[config.mk]
export PLATFORM = sky130hd
export DESIGN_NAME = readiness_drop_trend_classifier_core_flat
export DESIGN_NICKNAME = d
export VERILOG_FILES = /design/src/hdl/rdtc_pkg.sv /design/src/hdl/rdtc_ifs.sv /design/src/hdl/rdtc_ring.sv /design/src/hdl/rdtc_walk.sv /design/src/hdl/readiness_drop_trend_classifier_core.sv /design/src/flat_wrapper.sv
export SDC_FILE = /design/constraint.sdc
export NUM_CORES = 2
export LEC_CHECK = 0
export BUFFER_PORTS_ARGS = -buffer_cell sky130_fd_sc_hd__buf_2
export CORE_ASPECT_RATIO = 2
export CORE_UTILIZATION = 45
export DETAILED_ROUTE_END_ITERATION = 10
export HOLD_SLACK_MARGIN = 0.12
export PLACE_DENSITY_LB_ADDON = 0.12
export SKIP_LAST_GASP = 1
export SYNTH_ARGS = -nofsm -noshare
export SYNTH_HDL_FRONTEND = slang
export SYNTH_SLANG_ARGS = --single-unit
[constraint.sdc]
create_clock -name clk -period 16.6 [get_ports clk]
set_clock_uncertainty 0.15 [all_clocks]
set_input_delay 0.83 -clock clk [delete_from_list [all_inputs] [get_ports clk]]
set_output_delay 0.83 -clock clk [all_outputs]
set_load 0.01 [all_outputs]
[src/hdl/rdtc_pkg.sv]
// ----------------------------------------------------------------------------
// rdtc_pkg
// Shared widths, register codes, level codes and status types.
// ----------------------------------------------------------------------------
package rdtc_pkg;

    localparam int HISTORY_DEPTH_DEF = 64;

    localparam int SAMPLE_W = 16;
    localparam int DT_W     = 16;
    localparam int STAMP_W  = 32;
    localparam int CFG_W    = 16;
    localparam int IDX_W    = 3;
    localparam int LEVEL_W  = 2;

    // register indexes
    localparam logic [IDX_W-1:0] REG_SHORT_WINDOW   = 3'd0;
    localparam logic [IDX_W-1:0] REG_LONG_WINDOW    = 3'd1;
    localparam logic [IDX_W-1:0] REG_HIGH_FLOOR     = 3'd2;
    localparam logic [IDX_W-1:0] REG_HIGH_DROP      = 3'd3;
    localparam logic [IDX_W-1:0] REG_ELEVATED_FLOOR = 3'd4;
    localparam logic [IDX_W-1:0] REG_ELEVATED_DROP  = 3'd5;
    localparam logic [IDX_W-1:0] REG_WATCH_DROP     = 3'd6;

    // register reset values
    localparam logic [CFG_W-1:0] RST_SHORT_WINDOW   = 16'd1000;
    localparam logic [CFG_W-1:0] RST_LONG_WINDOW    = 16'd10000;
    localparam logic [CFG_W-1:0] RST_HIGH_FLOOR     = 16'd0;
    localparam logic [CFG_W-1:0] RST_HIGH_DROP      = 16'hFFFF;
    localparam logic [CFG_W-1:0] RST_ELEVATED_FLOOR = 16'd0;
    localparam logic [CFG_W-1:0] RST_ELEVATED_DROP  = 16'hFFFF;
    localparam logic [CFG_W-1:0] RST_WATCH_DROP     = 16'hFFFF;

    // trend levels
    localparam logic [LEVEL_W-1:0] LEVEL_NONE     = 2'd0;
    localparam logic [LEVEL_W-1:0] LEVEL_WATCH    = 2'd1;
    localparam logic [LEVEL_W-1:0] LEVEL_ELEVATED = 2'd2;
    localparam logic [LEVEL_W-1:0] LEVEL_HIGH     = 2'd3;

    // walker status toward the top level
    typedef struct packed {
        logic                busy;
        logic                done;
        logic [SAMPLE_W-1:0] ref_short;
        logic [SAMPLE_W-1:0] ref_long;
    } walk_status_t;

endpackage

[src/hdl/rdtc_ifs.sv]
// ----------------------------------------------------------------------------
// rdtc_ifs
// Valid/ready channel interfaces: sample input, level output, config write.
// ----------------------------------------------------------------------------
interface rdtc_sample_if;
    import rdtc_pkg::*;
    logic                valid;
    logic                ready;
    logic [SAMPLE_W-1:0] readiness_sample;
    logic signed [DT_W-1:0] elapsed_ms;

    modport source (output valid, output readiness_sample, output elapsed_ms, input ready);
    modport sink   (input valid, input readiness_sample, input elapsed_ms, output ready);
endinterface

interface rdtc_level_if;
    import rdtc_pkg::*;
    logic               valid;
    logic               ready;
    logic [LEVEL_W-1:0] trend_level;

    modport source (output valid, output trend_level, input ready);
    modport sink   (input valid, input trend_level, output ready);
endinterface

interface rdtc_cfg_if;
    import rdtc_pkg::*;
    logic             valid;
    logic             ready;
    logic [IDX_W-1:0] reg_index;
    logic [CFG_W-1:0] wr_data;

    modport source (output valid, output reg_index, output wr_data, input ready);
    modport sink   (input valid, input reg_index, input wr_data, output ready);
endinterface

[src/hdl/rdtc_ring.sv]
// ----------------------------------------------------------------------------
// rdtc_ring
// Sample/stamp history memory: one write port, one registered read port.
// ----------------------------------------------------------------------------
module rdtc_ring #(
    parameter int DEPTH = rdtc_pkg::HISTORY_DEPTH_DEF
) (
    input  logic                         clk,
    input  logic                         we,
    input  logic [$clog2(DEPTH)-1:0]     waddr,
    input  logic [rdtc_pkg::SAMPLE_W-1:0] wsample,
    input  logic [rdtc_pkg::STAMP_W-1:0]  wstamp,
    input  logic                         re,
    input  logic [$clog2(DEPTH)-1:0]     raddr,
    output logic [rdtc_pkg::SAMPLE_W-1:0] rsample,
    output logic [rdtc_pkg::STAMP_W-1:0]  rstamp
);
    import rdtc_pkg::*;

    logic [SAMPLE_W-1:0] sample_mem [DEPTH];
    logic [STAMP_W-1:0]  stamp_mem  [DEPTH];

    always_ff @(posedge clk)
    begin
        if (we)
        begin
            sample_mem[waddr] <= wsample;
            stamp_mem[waddr]  <= wstamp;
        end
        if (re)
        begin
            rsample <= sample_mem[raddr];
            rstamp  <= stamp_mem[raddr];
        end
    end

endmodule

[src/hdl/rdtc_walk.sv]
// ----------------------------------------------------------------------------
// rdtc_walk
// Newest-to-oldest history walk; one shared age/window compare per entry.
// ----------------------------------------------------------------------------
module rdtc_walk #(
    parameter int DEPTH = rdtc_pkg::HISTORY_DEPTH_DEF
) (
    input  logic                          clk,
    input  logic                          rst_n,
    input  logic                          start,
    input  logic [$clog2(DEPTH)-1:0]      start_slot,
    input  logic [$clog2(DEPTH+1)-1:0]    start_count,
    input  logic [rdtc_pkg::STAMP_W-1:0]  clock_now,
    input  logic [rdtc_pkg::CFG_W-1:0]    short_win,
    input  logic [rdtc_pkg::CFG_W-1:0]    long_win,
    input  logic                          take,
    output logic                          rd_en,
    output logic [$clog2(DEPTH)-1:0]      rd_addr,
    input  logic [rdtc_pkg::SAMPLE_W-1:0] rd_sample,
    input  logic [rdtc_pkg::STAMP_W-1:0]  rd_stamp,
    output rdtc_pkg::walk_status_t        status
);
    import rdtc_pkg::*;

    localparam int AW = $clog2(DEPTH);
    localparam int CW = $clog2(DEPTH + 1);

    typedef enum logic [1:0] {W_IDLE, W_WALK, W_DONE} wstate_t;

    wstate_t             state_reg, state_next;
    logic [AW-1:0]       addr_reg, addr_next;
    logic [CW-1:0]       iss_left_reg, iss_left_next;
    logic [CW-1:0]       ev_left_reg, ev_left_next;
    logic                pend_reg, pend_next;
    logic                sfound_reg, sfound_next;
    logic                lfound_reg, lfound_next;
    logic [SAMPLE_W-1:0] rshort_reg, rshort_next;
    logic [SAMPLE_W-1:0] rlong_reg, rlong_next;

    logic [STAMP_W-1:0]  age;
    logic                hit_s, hit_l, last;

    // shared compare unit: age of the returned entry against both windows
    assign age   = clock_now - rd_stamp;
    assign hit_s = age >= {{(STAMP_W-CFG_W){1'b0}}, short_win};
    assign hit_l = age >= {{(STAMP_W-CFG_W){1'b0}}, long_win};
    assign last  = ev_left_reg == CW'(1);

    always_comb
    begin
        state_next    = state_reg;
        addr_next     = addr_reg;
        iss_left_next = iss_left_reg;
        ev_left_next  = ev_left_reg;
        pend_next     = pend_reg;
        sfound_next   = sfound_reg;
        lfound_next   = lfound_reg;
        rshort_next   = rshort_reg;
        rlong_next    = rlong_reg;
        rd_en         = 1'b0;
        unique case (state_reg)
            W_IDLE:
            begin
                if (start)
                begin
                    state_next    = W_WALK;
                    addr_next     = start_slot;
                    iss_left_next = start_count;
                    ev_left_next  = start_count;
                    pend_next     = 1'b0;
                    sfound_next   = 1'b0;
                    lfound_next   = 1'b0;
                end
            end
            W_WALK:
            begin
                pend_next = iss_left_reg != '0;
                if (iss_left_reg != '0)
                begin
                    rd_en         = 1'b1;
                    iss_left_next = iss_left_reg - CW'(1);
                    addr_next     = (addr_reg == '0) ? AW'(DEPTH - 1) : addr_reg - AW'(1);
                end
                if (pend_reg)
                begin
                    ev_left_next = ev_left_reg - CW'(1);
                    // oldest entry is the fallback reference
                    if (!sfound_reg && (hit_s || last))
                    begin
                        rshort_next = rd_sample;
                        sfound_next = 1'b1;
                    end
                    if (!lfound_reg && (hit_l || last))
                    begin
                        rlong_next  = rd_sample;
                        lfound_next = 1'b1;
                    end
                    if ((sfound_reg || hit_s || last) && (lfound_reg || hit_l || last))
                    begin
                        state_next = W_DONE;
                    end
                end
            end
            W_DONE:
            begin
                if (take)
                begin
                    state_next = W_IDLE;
                end
            end
            default:
            begin
                state_next = W_IDLE;
            end
        endcase
    end

    always_ff @(posedge clk or negedge rst_n)
    begin
        if (!rst_n)
        begin
            state_reg    <= W_IDLE;
            pend_reg     <= 1'b0;
            sfound_reg   <= 1'b0;
            lfound_reg   <= 1'b0;
            iss_left_reg <= '0;
            ev_left_reg  <= '0;
        end
        else
        begin
            state_reg    <= state_next;
            pend_reg     <= pend_next;
            sfound_reg   <= sfound_next;
            lfound_reg   <= lfound_next;
            iss_left_reg <= iss_left_next;
            ev_left_reg  <= ev_left_next;
        end
    end

    always_ff @(posedge clk)
    begin
        addr_reg   <= addr_next;
        rshort_reg <= rshort_next;
        rlong_reg  <= rlong_next;
    end

    assign rd_addr          = addr_reg;
    assign status.busy      = state_reg != W_IDLE;
    assign status.done      = state_reg == W_DONE;
    assign status.ref_short = rshort_reg;
    assign status.ref_long  = rlong_reg;

endmodule

[src/hdl/readiness_drop_trend_classifier_core.sv]
// ----------------------------------------------------------------------------
// readiness_drop_trend_classifier_core
// Readiness history with short/long window drop references and 4-level trend.
// ----------------------------------------------------------------------------
//
//  channel     dir   payload                              transfer when
//  ---------   ---   ----------------------------------   ------------------
//  sample_ch   in    readiness_sample[16], elapsed_ms[16s] valid && ready
//  level_ch    out   trend_level[2]                       valid && ready
//  cfg_ch      in    reg_index[3], wr_data[16]            valid && ready
//
//  The walk reads one history entry per cycle through the single read port of
//  the ring memory and stops early once both references have turned up.
//  Reset: control state cleared, config registers set to reset values; history
//  memory is not cleared (only written entries are ever read), so no clearing pass.
//  sample_ch.ready is low from the transfer until the result is moved into the
//  output register; a stalled level_ch holds its result while a new sample is
//  taken in, and the walk then waits in its done state for the register.
//  cfg_ch is always ready; writes are expected only while idle.
//
module readiness_drop_trend_classifier_core #(
    parameter int HISTORY_DEPTH = rdtc_pkg::HISTORY_DEPTH_DEF
) (
    input  logic               clk,
    input  logic               rst_n,
    rdtc_sample_if.sink        sample_ch,
    rdtc_level_if.source       level_ch,
    rdtc_cfg_if.sink           cfg_ch
);
    import rdtc_pkg::*;

    localparam int AW = $clog2(HISTORY_DEPTH);
    localparam int CW = $clog2(HISTORY_DEPTH + 1);

    // configuration registers
    logic [CFG_W-1:0] short_window_reg, long_window_reg;
    logic [CFG_W-1:0] high_floor_reg, high_drop_reg;
    logic [CFG_W-1:0] elevated_floor_reg, elevated_drop_reg;
    logic [CFG_W-1:0] watch_drop_reg;

    // history bookkeeping
    logic [STAMP_W-1:0]  clock_reg, clock_next;
    logic [AW-1:0]       wp_reg, wp_next;
    logic [CW-1:0]       held_reg, held_next;
    logic [SAMPLE_W-1:0] r_now_reg;

    // output register
    logic               out_valid_reg, out_valid_next;
    logic [LEVEL_W-1:0] level_reg, level_next;

    logic               in_xfer, cfg_xfer, take, dt_pos;
    walk_status_t       walk_st;

    logic               rd_en;
    logic [AW-1:0]      rd_addr;
    logic [SAMPLE_W-1:0] rd_sample;
    logic [STAMP_W-1:0] rd_stamp;

    logic signed [SAMPLE_W:0] fall_short, fall_long;

    assign sample_ch.ready = !walk_st.busy;
    assign in_xfer         = sample_ch.valid && sample_ch.ready;
    assign cfg_ch.ready    = 1'b1;
    assign cfg_xfer        = cfg_ch.valid && cfg_ch.ready;

    // only a strictly positive elapsed time moves the clock (wraps mod 2^32)
    assign dt_pos     = !sample_ch.elapsed_ms[DT_W-1] && (sample_ch.elapsed_ms != '0);
    assign clock_next = in_xfer && dt_pos
                      ? clock_reg + {{(STAMP_W-DT_W){1'b0}}, sample_ch.elapsed_ms}
                      : clock_reg;
    assign wp_next    = !in_xfer ? wp_reg
                      : (wp_reg == AW'(HISTORY_DEPTH - 1)) ? '0 : wp_reg + AW'(1);
    assign held_next  = (in_xfer && held_reg != CW'(HISTORY_DEPTH)) ? held_reg + CW'(1)
                      : held_reg;

    // the new sample is written at the transfer edge, before the walk starts
    rdtc_ring #(.DEPTH(HISTORY_DEPTH)) u_ring (
        .clk     (clk),
        .we      (in_xfer),
        .waddr   (wp_reg),
        .wsample (sample_ch.readiness_sample),
        .wstamp  (clock_next),
        .re      (rd_en),
        .raddr   (rd_addr),
        .rsample (rd_sample),
        .rstamp  (rd_stamp)
    );

    // walk starts at the slot just written, covering every held entry
    rdtc_walk #(.DEPTH(HISTORY_DEPTH)) u_walk (
        .clk         (clk),
        .rst_n       (rst_n),
        .start       (in_xfer),
        .start_slot  (wp_reg),
        .start_count (held_next),
        .clock_now   (clock_reg),
        .short_win   (short_window_reg),
        .long_win    (long_window_reg),
        .take        (take),
        .rd_en       (rd_en),
        .rd_addr     (rd_addr),
        .rd_sample   (rd_sample),
        .rd_stamp    (rd_stamp),
        .status      (walk_st)
    );

    // classify once the walk is done and the output register is free
    assign take       = walk_st.done && (!out_valid_reg || level_ch.ready);
    assign fall_short = $signed({1'b0, walk_st.ref_short}) - $signed({1'b0, r_now_reg});
    assign fall_long  = $signed({1'b0, walk_st.ref_long}) - $signed({1'b0, r_now_reg});

    always_comb
    begin
        priority if (r_now_reg < high_floor_reg
                     || fall_short >= $signed({1'b0, high_drop_reg}))
        begin
            level_next = LEVEL_HIGH;
        end
        else if (r_now_reg < elevated_floor_reg
                 || fall_short >= $signed({1'b0, elevated_drop_reg}))
        begin
            level_next = LEVEL_ELEVATED;
        end
        else if (fall_long >= $signed({1'b0, watch_drop_reg}))
        begin
            level_next = LEVEL_WATCH;
        end
        else
        begin
            level_next = LEVEL_NONE;
        end
    end

    assign out_valid_next = take ? 1'b1 : (level_ch.ready ? 1'b0 : out_valid_reg);

    always_ff @(posedge clk or negedge rst_n)
    begin
        if (!rst_n)
        begin
            clock_reg     <= '0;
            wp_reg        <= '0;
            held_reg      <= '0;
            out_valid_reg <= 1'b0;
        end
        else
        begin
            clock_reg     <= clock_next;
            wp_reg        <= wp_next;
            held_reg      <= held_next;
            out_valid_reg <= out_valid_next;
        end
    end

    always_ff @(posedge clk)
    begin
        if (in_xfer)
        begin
            r_now_reg <= sample_ch.readiness_sample;
        end
        if (take)
        begin
            level_reg <= level_next;
        end
    end

    // register file; indexes past the list are dropped
    always_ff @(posedge clk or negedge rst_n)
    begin
        if (!rst_n)
        begin
            short_window_reg   <= RST_SHORT_WINDOW;
            long_window_reg    <= RST_LONG_WINDOW;
            high_floor_reg     <= RST_HIGH_FLOOR;
            high_drop_reg      <= RST_HIGH_DROP;
            elevated_floor_reg <= RST_ELEVATED_FLOOR;
            elevated_drop_reg  <= RST_ELEVATED_DROP;
            watch_drop_reg     <= RST_WATCH_DROP;
        end
        else if (cfg_xfer)
        begin
            unique case (cfg_ch.reg_index)
                REG_SHORT_WINDOW:   short_window_reg   <= cfg_ch.wr_data;
                REG_LONG_WINDOW:    long_window_reg    <= cfg_ch.wr_data;
                REG_HIGH_FLOOR:     high_floor_reg     <= cfg_ch.wr_data;
                REG_HIGH_DROP:      high_drop_reg      <= cfg_ch.wr_data;
                REG_ELEVATED_FLOOR: elevated_floor_reg <= cfg_ch.wr_data;
                REG_ELEVATED_DROP:  elevated_drop_reg  <= cfg_ch.wr_data;
                REG_WATCH_DROP:     watch_drop_reg     <= cfg_ch.wr_data;
                default:            ;
            endcase
        end
    end

    assign level_ch.valid       = out_valid_reg;
    assign level_ch.trend_level = level_reg;

endmodule

[src/flat_wrapper.sv]
// flat-port wrapper written by rule: the top's interface ports become plain ports
module readiness_drop_trend_classifier_core_flat import rdtc_pkg::*;
#(
    parameter int HISTORY_DEPTH = rdtc_pkg::HISTORY_DEPTH_DEF
)
  (clk, rst_n, sample_ch_valid, sample_ch_readiness_sample, sample_ch_elapsed_ms, sample_ch_ready, level_ch_valid, level_ch_trend_level, level_ch_ready, cfg_ch_valid, cfg_ch_reg_index, cfg_ch_wr_data, cfg_ch_ready);
  rdtc_sample_if sample_ch_i ();
  rdtc_level_if level_ch_i ();
  rdtc_cfg_if cfg_ch_i ();
  input  logic clk;
  input  logic rst_n;
  input wire logic [$bits(sample_ch_i.valid)-1:0] sample_ch_valid;
  input wire logic [$bits(sample_ch_i.readiness_sample)-1:0] sample_ch_readiness_sample;
  input wire logic [$bits(sample_ch_i.elapsed_ms)-1:0] sample_ch_elapsed_ms;
  output wire logic [$bits(sample_ch_i.ready)-1:0] sample_ch_ready;
  output wire logic [$bits(level_ch_i.valid)-1:0] level_ch_valid;
  output wire logic [$bits(level_ch_i.trend_level)-1:0] level_ch_trend_level;
  input wire logic [$bits(level_ch_i.ready)-1:0] level_ch_ready;
  input wire logic [$bits(cfg_ch_i.valid)-1:0] cfg_ch_valid;
  input wire logic [$bits(cfg_ch_i.reg_index)-1:0] cfg_ch_reg_index;
  input wire logic [$bits(cfg_ch_i.wr_data)-1:0] cfg_ch_wr_data;
  output wire logic [$bits(cfg_ch_i.ready)-1:0] cfg_ch_ready;
  assign sample_ch_i.valid = sample_ch_valid;
  assign sample_ch_i.readiness_sample = sample_ch_readiness_sample;
  assign sample_ch_i.elapsed_ms = sample_ch_elapsed_ms;
  assign sample_ch_ready = sample_ch_i.ready;
  assign level_ch_valid = level_ch_i.valid;
  assign level_ch_trend_level = level_ch_i.trend_level;
  assign level_ch_i.ready = level_ch_ready;
  assign cfg_ch_i.valid = cfg_ch_valid;
  assign cfg_ch_i.reg_index = cfg_ch_reg_index;
  assign cfg_ch_i.wr_data = cfg_ch_wr_data;
  assign cfg_ch_ready = cfg_ch_i.ready;
  readiness_drop_trend_classifier_core #(.HISTORY_DEPTH(HISTORY_DEPTH)) u_core (.clk(clk), .rst_n(rst_n), .sample_ch(sample_ch_i), .level_ch(level_ch_i), .cfg_ch(cfg_ch_i));
endmodule
==> impl_metrics.csv <==
group,metric,value,unit
outcome,status,"completed",
setup_path,crit_path_end_kind,"flip-flop",
power_and_ir_drop,pwr-share-comb,30.4,%
floorplan,core_area,0.295,mm^2
power_and_ir_drop,powerDensity,168,mW/mm^2
global_route,grt_usage,27.3,%
floorplan,die_w,387,um
power_and_ir_drop,power.internal,0.0174,W
sta,rsz0062_at_grt,"false",
drt,wl_per_cell,38.8,um
floorplan,fp-row-count,282,
floorplan,initial_core_util,45.2,%
setup_path,worstReg2RegStart,"u_core.u_walk.rd_addr[0]",
synth,synth_seq_cells,3353,
placed_design,gp_congestion,0.890,
clock_network,cts_max_level,5,
sta,period_minus_slack,5.66,ns
hold_path,whs_path_depth,3,
global_route,gr-total-overflow,0,
placed_design,place_inst,9957,
drt,vias,66173,
floorplan,die_h,772,um
clock_network,cts.sinks,3353,
sta,slew_violations,0,
finish,nFillCells,23268,
drt,viasPerCell,6.30,
sta,fin_tns_setup,0,ns
setup_path,cp_max_fo,113,
placed_design,dp_hpwl,230,mm
clock_network,clockBufferDepth,4,
finish,nets,6696,
run,drv_cap,0,
drt,drt_iter0_markers,7177,
clock_network,clkLatencyLatePin,0.93,ns
power_and_ir_drop,ir_worst_vdd,208,uV
sta,finalCritPeriodShare,34.1,%
clock_network,cts_buffers,299,
power_and_ir_drop,pwr-share-seq,41.6,%
sta,worst_pin_slew,1.36,ns
finish,largest_register,"u_core.u_ring.stamp_mem",
synth,yosysSeqAreaShare,74.9,%
global_route,antenna_found_initial,19,
finish,top_regs,"u_core.u_ring.stamp_mem: 2048 flops, u_core.u_ring.sample_mem: 1024 flops",
sta,setup_viol,0,
synth,avgSynthCellArea,21.8,um^2
synth,synth_top_area_share,71.5,%
setup_path,start_kind,"flip-flop",
synth,ys_types,83,
global_route,grt_pass1_vias,68228,
power_and_ir_drop,clockPowerShare,28.0,%
finish,largest_reg_flops,2048,
synth,synthCells,6119,
drt,drt-pass1-iter-count,7,
clock_network,cts_root_buf,"clkbuf_16",
clock_network,cts-resized-gates,0,
drt,drc,0,
clock_network,clk_pin_slew,0.07,ns
power_and_ir_drop,power_switching,0.00786,W
sta,slew_headroom,9.21,%
synth,syn_area,0.133,mm^2
setup_path,crit_arrival,6.13,ns
global_route,grt_pass1_wl,556,mm
power_and_ir_drop,p_leak,48.0,nW
placed_design,io_buffers,59,
synth,yosys_warnings,0,
power_and_ir_drop,swShare,31.1,%
sta,hold_viol,0,
synth,synth-edff-count,3176,
floorplan,fp.dieArea,0.299,mm^2
synth,synth_nets,6377,
finish,finalNonFillerCells,10502,
hold_path,hold_class,"in -> reg",
finish,final_layout_size_suffix_gt1_share,28.9,%
floorplan,io_pins,61,
setup_path,cp.required,17.07,ns
synth,async_flop_share,5.28,%
drt,antenna_left,0,
clock_network,cts_tree,"yes",
setup_path,crit_type,"reg -> reg",
finish,syn_to_final_growth,12.4,%
synth,synth_top_area_cell,"edfxtp_1",
synth,yosys-top-cells-area,"edfxtp_1 71%, mux4_2 17%, dfrtp_1 2.2%",
setup_path,crit_start,"u_core.u_walk.rd_addr[0]",
global_route,grt_max_degree,135,
sta,fmax,177,MHz
setup_path,reg2reg_depth,7,
synth,ys.flop_type,"edfxtp_1",
drt,wl,407,mm
hold_path,min_from,"cfg_ch_wr_data[11]",
[Yosys cell counts, types with 5 or more instances]
cell	count
a2111oi_0	6
a211o_1	5
a211oi_1	11
a21o_1	51
a21oi_1	83
a22o_1	5
a31oi_1	14
and2_1	9
and3_1	13
buf_1	74
clkbuf_1	196
dfrtp_1	118
dfstp_2	59
edfxtp_1	3176
ha_1	198
inv_1	197
mux2_2	54
mux2i_1	5
mux4_2	1008
nand2_1	157
nand2b_1	22
nand3_1	46
nand4_1	20
nor2_1	151
nor2b_1	21
nor3_1	38
nor3b_1	9
nor4_1	8
o2111ai_1	6
o211ai_1	8
o21a_1	24
o21ai_0	138
o21bai_1	6
o31ai_1	8
or3_1	13
or4_1	6
xnor2_1	43
xor2_1	32
[routing by layer]
| layer | vias to the layer above | wire length (um) | share of wire [%] | global-route usage (%) |
|---|---|---|---|---|
| met5 | - | 27 | 0.0066 | 0 |
| met1 | 36672 | 144000 | 35 | 31.9 |
| li1 | 26142 | - | - | - |
| met2 | 2611 | 220000 | 54 | 50.1 |
| met3 | 744 | 22600 | 5.5 | 3.32 |
| met4 | 4 | 20600 | 5.1 | 12.2 |
[through the flow]
step	hold WS, ns	utilization (%)	cell area, um^2	setup WS (ns)	total power, W
2_1_floorplan	0.271	-	133000	10.40	0.0157
3_3_place_gp	0.294	47.5	140000	10.91	0.0184
3_5_place_dp	0.292	47.5	140000	10.86	0.0185
4_1_cts	0.149	50.8	150000	10.79	0.0255
5_1_grt	0.185	50.8	150000	10.46	0.0261
6_report	0.201	50.8	150000	10.94	0.0252
[what timing repair did]
item	CTS	global route
setup endpoints to repair	0	0
buffers inserted	0	0
hold buffers	14	0
endpoints found under the hold margin	100	0
[logic make-up after synthesis]
family	after synthesis	synth area share [%]
simple gates	535	1.90
fa+ha+maj	202	1.92
compound gates	413	1.99
xor+xnor	75	0.492
mux	1067	17.5
flops	3353	74.9
buf+inv	473	1.34
other cells	1	0.00281
[power groups by stage]
stage	registers (W)	clock network [W]	logic, W
after global placement	0.0107	0	0.00770
after global routing	0.0105	0.00744	0.00817
after floorplan	0.0106	0	0.00519
final	0.0105	0.00707	0.00768
after CTS	0.0105	0.00718	0.00779
after detailed placement	0.0107	0	0.00778
[area by class of cell]
cell class	count	area [um^2]	area share, %
tap	3834	4800	3.20
inverter	199	752	0.502
clock inverter	160	1700	1.14
antenna	8	20.0	0.0134
multi-input combinational	2293	32700	21.8
timing repair buffer	292	2180	1.45
sequential	3353	99900	66.6
clock buffer	363	7880	5.26
[final timing paths]
check / slack [ns] / end
max: 10.94 / u_core.u_ring.rsample[9]
min: 0.20 / u_core.high_floor_reg[11]
max reg2reg: 10.94 / u_core.u_ring.rsample[9]
min reg2reg: 0.31 / u_core.u_walk.rlong_reg[4]
max in group asynchronous: 13.80 / u_core.clock_reg[25]
min in group asynchronous: 0.35 / u_core.high_floor_reg[12]
[worst max-delay path, cell delays in order, from the launching register on]
cell and delay (ns):
edfxtp_1 0.40, buf_4 0.54, buf_12 0.70, buf_4 0.84
buf_4 0.76, mux4_2 0.59, mux4_2 0.49, mux4_2 0.47
[placed cells by master (no fill, tap or decap), types with 14 or more instances in the layout]
cell type / netlist / routed
edfxtp_1: 3176 / 3176
mux4_2: 1008 / 1008
clkbuf_16: 0 / 306
buf_4: 1 / 212
ha_1: 198 / 198
inv_1: 197 / 197
nand2_1: 157 / 156
o21ai_0: 138 / 127
dfrtp_1: 118 / 118
nor2_1: 151 / 87
a21oi_1: 83 / 83
nor2_4: 0 / 64
clkinv_1: 2 / 61
dfstp_2: 59 / 59
buf_2: 1 / 58
clkbuf_1: 196 / 56
mux2_2: 54 / 54
a21o_1: 51 / 51
nand3_1: 46 / 46
clkinv_2: 0 / 42
xnor2_1: 43 / 41
nor3_1: 38 / 36
bufinv_16: 0 / 35
o21a_1: 24 / 24
nand2b_1: 22 / 22
nor2b_1: 21 / 21
nand4_1: 20 / 20
xor2_1: 32 / 18
xor2_4: 0 / 14
dlygate4sd3_1: 0 / 14
Note: power is estimated with default switching activity, not from simulation.
